## src/sv/blsc_pkg.sv

```systemverilog
// Shared types and constants for the battery load switch controller.
// No dependencies; every other file of the block depends on this package.
package blsc_pkg;

  // Field widths.
  localparam int unsigned CmdW = 3;
  localparam int unsigned PctW = 7;
  localparam int unsigned CfgIdxW = 3;
  localparam int unsigned CfgDataW = 7;

  // Register reset values.
  localparam logic [PctW-1:0] OnThrRst = 7'd30;
  localparam logic [PctW-1:0] OffThrRst = 7'd80;
  localparam logic [PctW-1:0] StorageRst = 7'd40;
  localparam logic [PctW-1:0] LowRst = 7'd35;
  localparam logic [PctW-1:0] CriticalRst = 7'd20;
  localparam logic [PctW-1:0] PrevPctRst = 7'd100;

  // Command codes of an input word.
  typedef enum logic [CmdW-1:0] {
    CmdReport  = 3'd0,
    CmdOff     = 3'd1,
    CmdOn      = 3'd2,
    CmdToggle  = 3'd3,
    CmdReapply = 3'd4
  } blsc_cmd_e;

  // Configuration register indexes.
  typedef enum logic [CfgIdxW-1:0] {
    RegAutoOnEn  = 3'd0,
    RegAutoOffEn = 3'd1,
    RegOnThr     = 3'd2,
    RegOffThr    = 3'd3,
    RegStorage   = 3'd4,
    RegLow       = 3'd5,
    RegCritical  = 3'd6
  } blsc_reg_e;

  // Configuration register file contents.
  typedef struct packed {
    logic            auto_on_en;
    logic            auto_off_en;
    logic [PctW-1:0] on_thr;
    logic [PctW-1:0] off_thr;
    logic [PctW-1:0] storage_lvl;
    logic [PctW-1:0] low_lvl;
    logic [PctW-1:0] crit_lvl;
  } blsc_cfg_t;

  // Persistent controller state.
  typedef struct packed {
    logic            switch_on;
    logic [PctW-1:0] prev_pct;
  } blsc_state_t;

  // One result word.
  typedef struct packed {
    logic switch_on;
    logic switch_written;
    logic low_warning;
    logic critical_warning;
    logic bad_command;
  } blsc_res_t;

endpackage

```

## src/sv/blsc_if.sv

```systemverilog
// Valid/ready channel interfaces for the input and result words.
// Depends on blsc_pkg for the field widths.
interface blsc_in_if;
  logic                         valid;
  logic                         ready;
  logic [blsc_pkg::CmdW-1:0]    command;
  logic [blsc_pkg::PctW-1:0]    battery_percent;

  modport source (output valid, output command, output battery_percent, input ready);
  modport sink (input valid, input command, input battery_percent, output ready);
endinterface

interface blsc_out_if;
  logic valid;
  logic ready;
  logic switch_on;
  logic switch_written;
  logic low_warning;
  logic critical_warning;
  logic bad_command;

  modport source (output valid, output switch_on, output switch_written,
                  output low_warning, output critical_warning, output bad_command,
                  input ready);
  modport sink (input valid, input switch_on, input switch_written,
                input low_warning, input critical_warning, input bad_command,
                output ready);
endinterface

```

## src/sv/battery_load_switch_controller.sv

```systemverilog
// Battery load switch controller: top level with config registers, pipeline and state.
// Depends on blsc_pkg, blsc_if and blsc_rules.

// Every input word gives exactly one result word. A word is captured in an input
// register, evaluated combinationally against the switch state and the configuration,
// and lands in a result register whenever that register is empty or its result is
// taken in the same cycle. One word is accepted per cycle while the result side does
// not stall. The user writes configuration through cfg_we_i/cfg_idx_i/cfg_data_i only
// while the block is idle; the block itself does not enforce this. An index of seven
// or above is ignored.
module battery_load_switch_controller (
  input  logic                          clk_i,
  input  logic                          rst_ni,
  blsc_in_if.sink                       in_i,
  blsc_out_if.source                    out_o,
  input  logic                          cfg_we_i,
  input  logic [blsc_pkg::CfgIdxW-1:0]  cfg_idx_i,
  input  logic [blsc_pkg::CfgDataW-1:0] cfg_data_i
);
  import blsc_pkg::*;

  blsc_cfg_t       cfg_q;
  blsc_state_t     state_q, state_d;
  logic            in_vld_q;
  logic [CmdW-1:0] in_cmd_q;
  logic [PctW-1:0] in_pct_q;
  logic            out_vld_q;
  blsc_res_t       out_res_q, res_d;
  logic            out_free;
  logic            advance;
  logic            in_take;

  // Handshake: the result stage frees up when empty or being taken.
  assign out_free = !out_vld_q || out_o.ready;
  assign advance  = in_vld_q && out_free;
  assign in_i.ready = !in_vld_q || advance;
  assign in_take  = in_i.valid && in_i.ready;

  // Configuration registers.
  always_ff @(posedge clk_i or negedge rst_ni) begin
    if (!rst_ni) begin
      cfg_q.auto_on_en  <= 1'b1;
      cfg_q.auto_off_en <= 1'b1;
      cfg_q.on_thr      <= OnThrRst;
      cfg_q.off_thr     <= OffThrRst;
      cfg_q.storage_lvl <= StorageRst;
      cfg_q.low_lvl     <= LowRst;
      cfg_q.crit_lvl    <= CriticalRst;
    end else if (cfg_we_i) begin
      case (blsc_reg_e'(cfg_idx_i))
        RegAutoOnEn:  cfg_q.auto_on_en  <= cfg_data_i[0];
        RegAutoOffEn: cfg_q.auto_off_en <= cfg_data_i[0];
        RegOnThr:     cfg_q.on_thr      <= cfg_data_i[PctW-1:0];
        RegOffThr:    cfg_q.off_thr     <= cfg_data_i[PctW-1:0];
        RegStorage:   cfg_q.storage_lvl <= cfg_data_i[PctW-1:0];
        RegLow:       cfg_q.low_lvl     <= cfg_data_i[PctW-1:0];
        RegCritical:  cfg_q.crit_lvl    <= cfg_data_i[PctW-1:0];
        default:      cfg_q <= cfg_q;
      endcase
    end
  end

  // Input register: valid bit.
  always_ff @(posedge clk_i or negedge rst_ni) begin
    if (!rst_ni) begin
      in_vld_q <= 1'b0;
    end else if (in_i.ready) begin
      in_vld_q <= in_i.valid;
    end
  end

  // Input register: payload.
  always_ff @(posedge clk_i) begin
    if (in_take) begin
      in_cmd_q <= in_i.command;
      in_pct_q <= in_i.battery_percent;
    end
  end

  // Rule evaluation for the word in the input register.
  blsc_rules u_rules (
    .cmd_i   (in_cmd_q),
    .pct_i   (in_pct_q),
    .cfg_i   (cfg_q),
    .state_i (state_q),
    .state_o (state_d),
    .res_o   (res_d)
  );

  // Switch state and last percent update as a word moves to the result stage.
  always_ff @(posedge clk_i or negedge rst_ni) begin
    if (!rst_ni) begin
      state_q.switch_on <= 1'b0;
      state_q.prev_pct  <= PrevPctRst;
    end else if (advance) begin
      state_q <= state_d;
    end
  end

  // Result register: valid bit.
  always_ff @(posedge clk_i or negedge rst_ni) begin
    if (!rst_ni) begin
      out_vld_q <= 1'b0;
    end else if (out_free) begin
      out_vld_q <= in_vld_q;
    end
  end

  // Result register: payload.
  always_ff @(posedge clk_i) begin
    if (advance) begin
      out_res_q <= res_d;
    end
  end

  assign out_o.valid            = out_vld_q;
  assign out_o.switch_on        = out_res_q.switch_on;
  assign out_o.switch_written   = out_res_q.switch_written;
  assign out_o.low_warning      = out_res_q.low_warning;
  assign out_o.critical_warning = out_res_q.critical_warning;
  assign out_o.bad_command      = out_res_q.bad_command;

endmodule

```

## src/sv/blsc_rules.sv

```systemverilog
// Combinational rule evaluation for one word: next switch state and result.
// Depends on blsc_pkg for the command codes and the state, config and result types.
module blsc_rules (
  input  logic [blsc_pkg::CmdW-1:0] cmd_i,
  input  logic [blsc_pkg::PctW-1:0] pct_i,
  input  blsc_pkg::blsc_cfg_t       cfg_i,
  input  blsc_pkg::blsc_state_t     state_i,
  output blsc_pkg::blsc_state_t     state_o,
  output blsc_pkg::blsc_res_t       res_o
);
  import blsc_pkg::*;

  logic            sw;
  logic            wr;
  logic [PctW-1:0] pct_sel;

  always_comb begin
    sw = state_i.switch_on;
    wr = 1'b0;
    state_o = state_i;
    res_o = '0;
    // A report works on its own percent; reapply works on the stored one.
    pct_sel = (cmd_i == CmdReport) ? pct_i : state_i.prev_pct;

    case (blsc_cmd_e'(cmd_i))
      CmdReport, CmdReapply: begin
        // Auto rules drive the switch only when they change it.
        if (cfg_i.auto_on_en && (pct_sel < cfg_i.on_thr) && !sw) begin
          sw = 1'b1;
          wr = 1'b1;
        end
        if (cfg_i.auto_off_en && (pct_sel > cfg_i.off_thr) && sw) begin
          sw = 1'b0;
          wr = 1'b1;
        end
        if (cmd_i == CmdReport) begin
          // Storage level forces the switch off.
          if ((pct_i <= cfg_i.storage_lvl) && sw) begin
            sw = 1'b0;
            wr = 1'b1;
          end
          // Warnings fire on the crossing from above.
          res_o.low_warning = (pct_i <= cfg_i.low_lvl) && (pct_i > cfg_i.crit_lvl) &&
                              (state_i.prev_pct > cfg_i.low_lvl);
          if (pct_i <= cfg_i.crit_lvl) begin
            res_o.critical_warning = state_i.prev_pct > cfg_i.crit_lvl;
            if (sw) begin
              sw = 1'b0;
              wr = 1'b1;
            end
          end
          state_o.prev_pct = pct_i;
        end
      end
      CmdOff: begin
        sw = 1'b0;
        wr = 1'b1;
      end
      CmdOn: begin
        sw = 1'b1;
        wr = 1'b1;
      end
      CmdToggle: begin
        sw = ~sw;
        wr = 1'b1;
      end
      default: begin
        res_o.bad_command = 1'b1;
      end
    endcase

    state_o.switch_on = sw;
    res_o.switch_on = sw;
    res_o.switch_written = wr;
  end

endmodule

```

## src/flat_wrapper.sv

```systemverilog
// flat-port wrapper written by rule: the top's interface ports become plain ports
module battery_load_switch_controller_flat import blsc_pkg::*;
  (clk_i, rst_ni, cfg_we_i, cfg_idx_i, cfg_data_i, in_i_valid, in_i_command, in_i_battery_percent, in_i_ready, out_o_valid, out_o_switch_on, out_o_switch_written, out_o_low_warning, out_o_critical_warning, out_o_bad_command, out_o_ready);
  blsc_in_if in_i_i ();
  blsc_out_if out_o_i ();
  input  logic clk_i;
  input  logic rst_ni;
  input  logic cfg_we_i;
  input  logic [blsc_pkg::CfgIdxW-1:0] cfg_idx_i;
  input  logic [blsc_pkg::CfgDataW-1:0] cfg_data_i;
  input wire logic [$bits(in_i_i.valid)-1:0] in_i_valid;
  input wire logic [$bits(in_i_i.command)-1:0] in_i_command;
  input wire logic [$bits(in_i_i.battery_percent)-1:0] in_i_battery_percent;
  output wire logic [$bits(in_i_i.ready)-1:0] in_i_ready;
  output wire logic [$bits(out_o_i.valid)-1:0] out_o_valid;
  output wire logic [$bits(out_o_i.switch_on)-1:0] out_o_switch_on;
  output wire logic [$bits(out_o_i.switch_written)-1:0] out_o_switch_written;
  output wire logic [$bits(out_o_i.low_warning)-1:0] out_o_low_warning;
  output wire logic [$bits(out_o_i.critical_warning)-1:0] out_o_critical_warning;
  output wire logic [$bits(out_o_i.bad_command)-1:0] out_o_bad_command;
  input wire logic [$bits(out_o_i.ready)-1:0] out_o_ready;
  assign in_i_i.valid = in_i_valid;
  assign in_i_i.command = in_i_command;
  assign in_i_i.battery_percent = in_i_battery_percent;
  assign in_i_ready = in_i_i.ready;
  assign out_o_valid = out_o_i.valid;
  assign out_o_switch_on = out_o_i.switch_on;
  assign out_o_switch_written = out_o_i.switch_written;
  assign out_o_low_warning = out_o_i.low_warning;
  assign out_o_critical_warning = out_o_i.critical_warning;
  assign out_o_bad_command = out_o_i.bad_command;
  assign out_o_i.ready = out_o_ready;
  battery_load_switch_controller u_core (.clk_i(clk_i), .rst_ni(rst_ni), .in_i(in_i_i), .out_o(out_o_i), .cfg_we_i(cfg_we_i), .cfg_idx_i(cfg_idx_i), .cfg_data_i(cfg_data_i));
endmodule
```

## config.mk

```make
export PLATFORM = sky130hd
export DESIGN_NAME = battery_load_switch_controller_flat
export DESIGN_NICKNAME = d
export VERILOG_FILES = /design/src/sv/blsc_pkg.sv /design/src/sv/blsc_if.sv /design/src/sv/battery_load_switch_controller.sv /design/src/sv/blsc_rules.sv /design/src/flat_wrapper.sv
export SDC_FILE = /design/constraint.sdc
export NUM_CORES = 1
export LEC_CHECK = 0
export BUFFER_PORTS_ARGS = -buffer_cell sky130_fd_sc_hd__buf_4
export CORE_MARGIN = 2
export CORE_UTILIZATION = 35
export CTS_CLUSTER_DIAMETER = 80
export CTS_CLUSTER_SIZE = 20
export DETAILED_ROUTE_END_ITERATION = 8
export PLACE_DENSITY = 0.6
export SYNTH_ARGS = -nofsm -noshare
export SYNTH_HDL_FRONTEND = slang
export SYNTH_SLANG_ARGS = --single-unit
```

## constraint.sdc

```tcl
create_clock -name clk_i -period 2.7 [get_ports clk_i]
set_input_delay 0.54 -clock clk_i [delete_from_list [all_inputs] [get_ports clk_i]]
set_output_delay 0.54 -clock clk_i [all_outputs]
set_load 0.05 [all_outputs]
```

* After elaboration in Yosys (flattened, before gate mapping)
Cells that the tools add are included.
Word-level totals: flip-flop bits (word level) 62, output and inout port bits 7, word-level logic and storage cells 85
Operators by class: order comparisons 8, equal/unequal tests 10, multiplexer cells 19, bitwise operators 1, reductions and logical operators 29
Operator list (number):
- > comparator 7 bit | 4
- <= comparator 7 bit | 3
- AND reduction 2 bit | 9
- 2-to-1 mux 1 bit | 16
- equality test 3 x 2 -> 1 bit (second input constant) | 4
- equality test 3 bit (second input constant) | 4
- logical AND 1 bit | 9
- < comparator 7 bit | 1
- 2-to-1 mux 7 bit | 1
- equality test 3 x 1 -> 1 bit (second input constant) | 2
- logical NOT 3 bit | 2
- OR reduction 5 bit | 1
- case mux 1 bit (4 select lines) | 1
- logical NOT 1 bit | 3
- AND reduction 3 bit | 1
- OR reduction 3 bit | 1
- logical OR 1 bit | 2
- case mux 1 bit (2 select lines) | 1
- OR reduction 2 bit | 1
- NOT 1 bit | 1

* Logic depth before layout (Yosys ltp)
Gate-level depths: netlist of the first run.
depth in word-level cells 18, gate-level depth with buffers 9, mapped depth without buffers 9

* Hierarchy
A second synthesis of the first run with hierarchy kept.
Second synthesis, totals: cells, all modules 305, area, all modules 3693.5 um2
By module, submodules not included:
- battery_load_switch_controller | instances 1, cells each 125, area an instance 2289.7 um2
- blsc_rules | instances 1, cells each 180, area an instance 1403.8 um2

* Worst setup path before layout of the first run
No wires, ideal clock.
path kind register to register, start point register u_core.in_cmd_q[2], end point register u_core.out_res_q (netlist bit u_core.out_o.switch_written), data pin, arrival 2.464 ns, required time 2.444 ns, path slack -0.020 ns, stages on the path, launching flop included 10, path buffers 0, period minus slack after synthesis 2.720 ns, cell sequence edfxtp_1 > nor3_4 > mux2_2 > ha_1 > a211oi_1 > o211a_1 > a21oi_1 > a211oi_1 > o2bb2ai_1 > a22o_1
RTL lines:
- from (decl) | line battery_load_switch_controller.sv:25 | logic [CmdW-1:0] in_cmd_q;
- from (signal assigned) | line battery_load_switch_controller.sv:75 | in_cmd_q <= in_i.command;
- to (signal assigned) | line battery_load_switch_controller.sv:112 | out_res_q <= res_d;
- to (decl) | line battery_load_switch_controller.sv:28 | blsc_res_t out_res_q, res_d;

==> qor.txt, run 1 <==
Gpl congestion: 0.9124
H-tree depth: 3
Vias per cell: 5.039
Ports: 32
Clock transition at the registers of the reported paths: 0.07 ns
Synth Net Count: 394
Fillers: 976
RSZ-0062 raised after global routing: true
First-pass GRT wire length: 13740 um
Total wire length: 8394 um
Status: complete, no violations
Largest stage delay, worst path: 0.44 ns
DRT antenna net count: 0
Finished Core Util: 0.4385
FF-to-FF End: u_core.out_o.switch_written$_DFFE_PP_
Initial antenna violation count: 0
Routing usage on met3: 0.04391
Synth top area share: 0.2009
Area Growth Syn to Fin: 23.62%
Clock root cell: clkbuf_8
FF+latch area: 1649 um^2
Crit path buffers/inverters: 1
Yosys top cell by area: dfrtp_1
Max Freq: 374.0 MHz
Final Hold Viols: 0
Global route total overflow: 0
Worst r2r src: u_core.in_cmd_q[0]$_DFFE_PP_
Slew Limit Fails: 0
Row Count: 37
CP endpoint kind: register
Top cells by area, synth: dfrtp_1, ha_1, dfstp_2
Worst-path fanout max: 7
Via count: 2600
DR iter-0 viols: 102
Hold-fix buffers at CTS: 0
Layout cell share with drive strength beyond 1: 0.3500
Setup slack, reg-to-reg: 0.03 ns
Initial Util: 0.3547
Kind of critical path: register to register
WP data arrival: 2.78 ns
N_diodes: 0
Worst path slowest cell: edfxtp_1
Register area share after synthesis: 0.4565
Cells along the critical path: nor3_4 > buf_12 > mux2_4 > ha_1 > nand4_1 > o211a_1 > a21oi_4 > nor2_1 > o2bb2ai_1 > a22o_1
Hold Slack: 0.2063 ns
Worst slew pin tran: 0.6027 ns
Yosys warns: 0
Mapped cell area: 3612 um^2
CTS tree: built
Pre-antenna DRT Iters: 4
Lkg Pwr: 0.001981 uW
FFs w/ async S/R, synth: 0.7581
Synth Area per Inst: 11.25 um^2
Worst Setup Start Kind: register
WP data required: 2.80 ns
PortBufs: 31
Hold WC Path Type: primary input to async pin
Commonest non-fill, non-tap cell in the layout: buf_4
#FFs+latches synth: 62
Sink Count: 62
Die ar.: 11150 um^2
End point of the critical path: u_core.out_o.switch_written$_DFFE_PP_
Clock Tree Buf Depth: 2
Crit path depth: 10
Core footprint: 10180 um^2
GR Layer Usage met2: 0.2793
Cells after Synth: 321
Ys flop type: dfrtp_1
Power per standard cell area: 767.8 nW/um^2
Final nets: 449
Crit. Startpoint: u_core.in_cmd_q[0]$_DFFE_PP_
Crit path time final: 2.674 ns
Die width: 105.6 um
Area of the multi-input gates: 1964 um^2
Post-synth EDFFs: 15
Placed cell count: 496
Grt met1 use: 0.1952
Final Cycle Share: 0.9903
Count of cell types in the netlist: 42
Delay-heaviest family, CP: compound AO/OA/AOI/OAI gates
Global route hottest layer: met2
Largest net degree at the start of global routing: 48
Die Ht: 105.6 um
Peak supply drop: 0.2654 mV
Number of global-route vias before repair: 2714
Final Non-Filler Cells: 516
CTS Buf Count: 9
Max Cap Viol: 0
Max-slew headroom at the worst pin: 0.5982
Total track usage: 0.1619
Clk_lat worst skew: 0.35 ns
DRC Markers: 0
Final setup fails: 0
WL/cell: 16.27 um
Layout Skew: 0.004793 ns
Most frequent cells in the layout: buf_4, ha_1, inv_1, mux2_2, dfrtp_1
DP Wirelength: 6469 um
R2R depth: 10
layout make-up:
type | instances | area share
Inverter | 36 | 0.03026
Clock inverter | 2 | 0.002242
Timing Repair Buffer | 49 | 0.08686
Clock buffer | 13 | 0.03334
Sequential cell | 62 | 0.3693
Multi-Input combinational cell | 218 | 0.4399
Tap cell | 136 | 0.03811
worst min-delay path by stage:
| stage | start | to | slack, ns | cells past startpoint |
|---|---|---|---|---|
| after floorplan | rst_ni | u_core.cfg_q[0]$_DFFE_PN0P_ | 0.24 | 0 |
| after global placement | u_core.in_vld_q$_DFFE_PN0N_ | u_core.out_o.valid$_DFFE_PN0P_ | 0.48 | 1 |
| after detailed placement | u_core.cfg_q[22]$_DFFE_PN0P_ | u_core.cfg_q[22]$_DFFE_PN0P_ | 0.49 | 1 |
| after CTS | rst_ni | u_core.cfg_q[24]$_DFFE_PN0P_ | 0.22 | 1 |
| after global routing | rst_ni | u_core.cfg_q[5]$_DFFE_PN0P_ | 0.26 | 1 |
| final | rst_ni | u_core.cfg_q[24]$_DFFE_PN0P_ | 0.21 | 1 |
registers in the layout, indices dropped and copies added (netlist names), 3 cells and up:
register and flops:
u_core.cfg_q 37, u_core.in_cmd_q 3, u_core.in_pct_q 7, u_core.state_q 8
per-stage QoR:
stage | total power [uW] | setup slack (ns) | cell area, um^2 | setup TNS (ns)
after floorplan | 2172 | 0.03188 | 3616 | 0
after global placement | 2532 | -0.09156 | 4110 | -0.1428
after detailed placement | 2581 | -0.1386 | 4110 | -0.2275
after CTS | 3321 | -0.02961 | 4308 | -0.02961
after global routing | 3685 | -0.08720 | 4466 | -0.1382
final | 3429 | 0.02621 | 4466 | 0
synthesized netlist by cell type (4+ instances only):
master,n
a211oi_1,5
a21oi_1,13
clkbuf_1,5
dfrtp_1,29
dfstp_2,18
edfxtp_1,15
ha_1,48
inv_1,36
mux2_2,37
nand2_1,19
nand2b_1,5
nand3_1,6
nand4_1,9
nand4b_1,4
nor2_1,8
nor3_1,4
o21a_1,5
o21ai_0,22
timing repair:
| item | 4_1_cts | 5_1_grt |
|---|---|---|
| gates cloned | 0 | 0 |
| pin swaps | 4 | 18 |
| gates resized for setup | 5 | 17 |
| setup buffers | 2 | 4 |
| endpoints found under the setup margin | 3 | 3 |
cells by family (layout without fill, tap and decap cells):
kind of cell,after synthesis,in the layout,share of synthesized area
and+or+nand+nor,70,70,0.1067
AOI/OAI and AO/OA,62,62,0.1098
DFF,62,62,0.4565
adders and majority gates,48,48,0.1663
buffers and inverters,41,100,0.04261
muxes,38,38,0.1181
worst register-to-register path, stage by stage (launching register included):
cell and delay, ns:
edfxtp_1 0.44, nor3_4 0.27, buf_12 0.16, mux2_4 0.32, ha_1 0.30, nand4_1 0.12, o211a_1 0.26, a21oi_4 0.20
nor2_1 0.06, o2bb2ai_1 0.13, a22o_1 0.17
layer usage:
metal / share of wire / vias up
li1: - / 1276
met1: 0.46 / 1258
met2: 0.49 / 52
met3: 0.035 / 14
met5: 0 / -
met4: 0.016 / 0
power breakdown:
part	switching, uW	internal (uW)
clock	352	351
sequential	137	1200
combinational	703	682
total	1190	2240
Power figures use the tool's default switching activity.
==> inputs of run 2 (changes only) <==
--- a/config.mk
+++ b/config.mk
@@ -12,5 +12,5 @@
 export CTS_CLUSTER_SIZE = 20
 export DETAILED_ROUTE_END_ITERATION = 8
-export PLACE_DENSITY = 0.6
+export PLACE_DENSITY = 0.59
 export SYNTH_ARGS = -nofsm -noshare
 export SYNTH_HDL_FRONTEND = slang
==> constraint.sdc (replaced) <==
create_clock -name clk_i -period 3 [get_ports clk_i]
set_input_delay 0.15 -clock clk_i [delete_from_list [all_inputs] [get_ports clk_i]]
set_output_delay 0.15 -clock clk_i [all_outputs]
set_load 0.05 [all_outputs]
==> qor.txt, run 2 (synthesized netlist as in run 1, its figures left out) <==
CTS Buf Count: 9 (unchanged)
Total Power: 2874 uW (-16%)
Die ar.: 11150 um^2 (unchanged)
Top Registers: u_core.cfg_q: 37 flops, u_core.state_q: 8 flops, u_core.in_pct_q: 7 flops
DP Wirelength: 6332 um (-2.1%)
Final Hold Viols: 0 (unchanged)
Total track usage: 0.1553 (-0.006603)
Lkg Pwr: 0.001957 uW (-1.2%)
Max-slew headroom at the worst pin: 0.5935 (-0.004687)
Max Freq: 341.5 MHz (-8.7%)
Die Ht: 105.6 um (unchanged)
CP endpoint kind: register
Biggest register: u_core.cfg_q
Sink Count: 62 (unchanged)
Area of the multi-input gates: 1809 um^2 (-7.9%)
CTS resizes: 0 (-5)
Commonest non-fill, non-tap cell in the layout: ha_1
Power per standard cell area: 662.1 nW/um^2 (-14%)
Gpl congestion: 0.8675 (-4.9%)
DRC Markers: 0 (unchanged)
Die width: 105.6 um (unchanged)
Max Cap Viol: 0 (unchanged)
Vias per cell: 4.988 (-1.0%)
Clock root cell: clkbuf_8
Crit path time final: 2.928 ns (+0.2542 ns)
Initial Util: 0.3547 (unchanged)
Hold WC Path Type: primary input to register
Final WS setup: 0.07201 ns (+0.04581 ns)
Clock Tree Buf Depth: 2 (unchanged)
Pre-antenna DRT Iters: 4 (unchanged)
Final Cycle Share: 0.9760 (-0.01430)
Area Growth Syn to Fin: 20.19%
Fillers: 1002 (+2.7%)
Peak supply drop: 0.2206 mV (-17%)
Kind of critical path: register to register
PortBufs: 31 (unchanged)
WL/cell: 15.47 um (-4.9%)
Global route total overflow: 0 (unchanged)
Ports: 32 (unchanged)
First-pass GRT wire length: 13270 um (-3.4%)
Core footprint: 10180 um^2 (unchanged)
DR iter-0 viols: 41 (-60%)
Worst slew pin tran: 0.6097 ns (+0.007030 ns)
WP data required: 3.09 ns (+0.29 ns)
WP data arrival: 3.02 ns (+0.24 ns)
H-tree depth: 3 (unchanged)
Initial antenna violation count: 0 (unchanged)
CTS tree: built
Largest register FFs: 37 (unchanged)
DRT antenna net count: 0 (unchanged)
Placed Instance Area: 4049 um^2 (-1.5%)
Final setup fails: 0 (unchanged)
Status: complete, no violations
Most frequent cells in the layout: ha_1, buf_4, mux2_2, inv_1, dfrtp_1
Final nets: 451 (+0.45%)
Clk_lat worst skew: 0.34 ns (about the same)
Slew Limit Fails: 0 (unchanged)
Clock transition at the registers of the reported paths: 0.06 ns (about the same)
Layout Skew: 0.006304 ns (+0.001511 ns)
Row Count: 37 (unchanged)
Total wire length: 8028 um (-4.4%)
Via count: 2589 (-0.42%)
Number of global-route vias before repair: 2691 (-0.85%)
Worst-path fanout max: 7 (unchanged)
N_diodes: 0 (unchanged)
Hold Slack: 0.06502 ns (-0.1413 ns)
Layout cell share with drive strength beyond 1: 0.2846 (-0.06540)
Placed cell count: 490 (-1.2%)
Worst Setup Start Kind: register
Largest net degree at the start of global routing: 48 (unchanged)
FF+latch area: 1649 um^2 (unchanged)
Worst slack, placed: 0.05950 ns (+0.1981 ns)
Final instance area: 4342 um^2 (-2.8%)
Final Non-Filler Cells: 519 (+0.58%)
## run 2: changes by cell type in the layout (fill, tap and decap cells not counted), moves of 2 or more
cell           previous run  this run
dlygate4sd3_1             0        12
buf_4                    46        38
ha_1                     41        48
ha_4                      7         0
mux2_2                   31        37
mux2_4                    6         0
a211oi_1                  3         5
a211oi_2                  3         1
buf_6                     2         0
clkbuf_1                  3         5
## run 2: what timing repair did
item / CTS / global route
hold buffers: 12 / 0
endpoints found under the hold margin: 40 / 0
endpoints found under the setup margin: 0 / 2
setup buffers: 0 / 1
## run 2: through the flow
| step | util | setup TNS [ns] |
|---|---|---|
| floorplan | - | 0 |
| global placement | 0.3975 | 0 |
| detailed placement | 0.3975 | 0 |
| CTS | 0.4243 | 0 |
| global route | 0.4263 | -0.01884 |
| finish | 0.4263 | 0 |
## run 2: cell type report
class / count / area share
Timing Repair Buffer: 51 / 0.09798
Multi-Input combinational cell: 218 / 0.4167
Clock inverter: 2 / 0.002305
Inverter: 36 / 0.03112
Sequential cell: 62 / 0.3798
Tap cell: 136 / 0.03919
Clock buffer: 14 / 0.03285
## run 2: path summary, 6_finish.rpt
| kind | from | to | slack (ns) | cells after the start |
|---|---|---|---|---|
| worst max-delay path | u_core.in_cmd_q[1]$_DFFE_PP_ | u_core.out_o.switch_written$_DFFE_PP_ | 0.07 | 10 |
| worst min-delay path | cfg_data_i[4] | u_core.cfg_q[32]$_DFFE_PN1P_ | 0.07 | 3 |
| worst max register to register | u_core.in_cmd_q[1]$_DFFE_PP_ | u_core.out_o.switch_written$_DFFE_PP_ | 0.07 | 10 |
| worst min register to register | u_core.in_vld_q$_DFFE_PN0N_ | u_core.out_o.valid$_DFFE_PN0P_ | 0.49 | 1 |
| max in group asynchronous | rst_ni | u_core.cfg_q[9]$_DFFE_PN0P_ | 2.23 | 2 |
| min in group asynchronous | rst_ni | u_core.cfg_q[33]$_DFFE_PN0P_ | 0.36 | 2 |
## run 2: critical path, stage by stage (launching register included)
cell	delay (ns)
edfxtp_1	0.47
nor3_4	0.25
buf_12	0.15
mux2_2	0.37
ha_1	0.32
a211oi_1	0.25
o211a_1	0.18
a21oi_1	0.13
a211oi_1	0.26
o2bb2ai_1	0.11
a22o_1	0.19
## run 2: per-layer routing
metal,routed length (um),track usage,up-vias
met2,3913,0.2618,42
met1,3649,0.1941,1257
met5,0,0,-
met4,97,0.04041,0
li1,-,-,1282
met3,368,0.04700,8
## run 2: where the power goes
group	internal (uW)	total (uW)	leakage, uW	switching [uW]
clock network	298	599	0.0000784	301
logic	511	1080	0.00120	565
registers	1080	1200	0.000682	115
total	1890	2870	0.00196	981
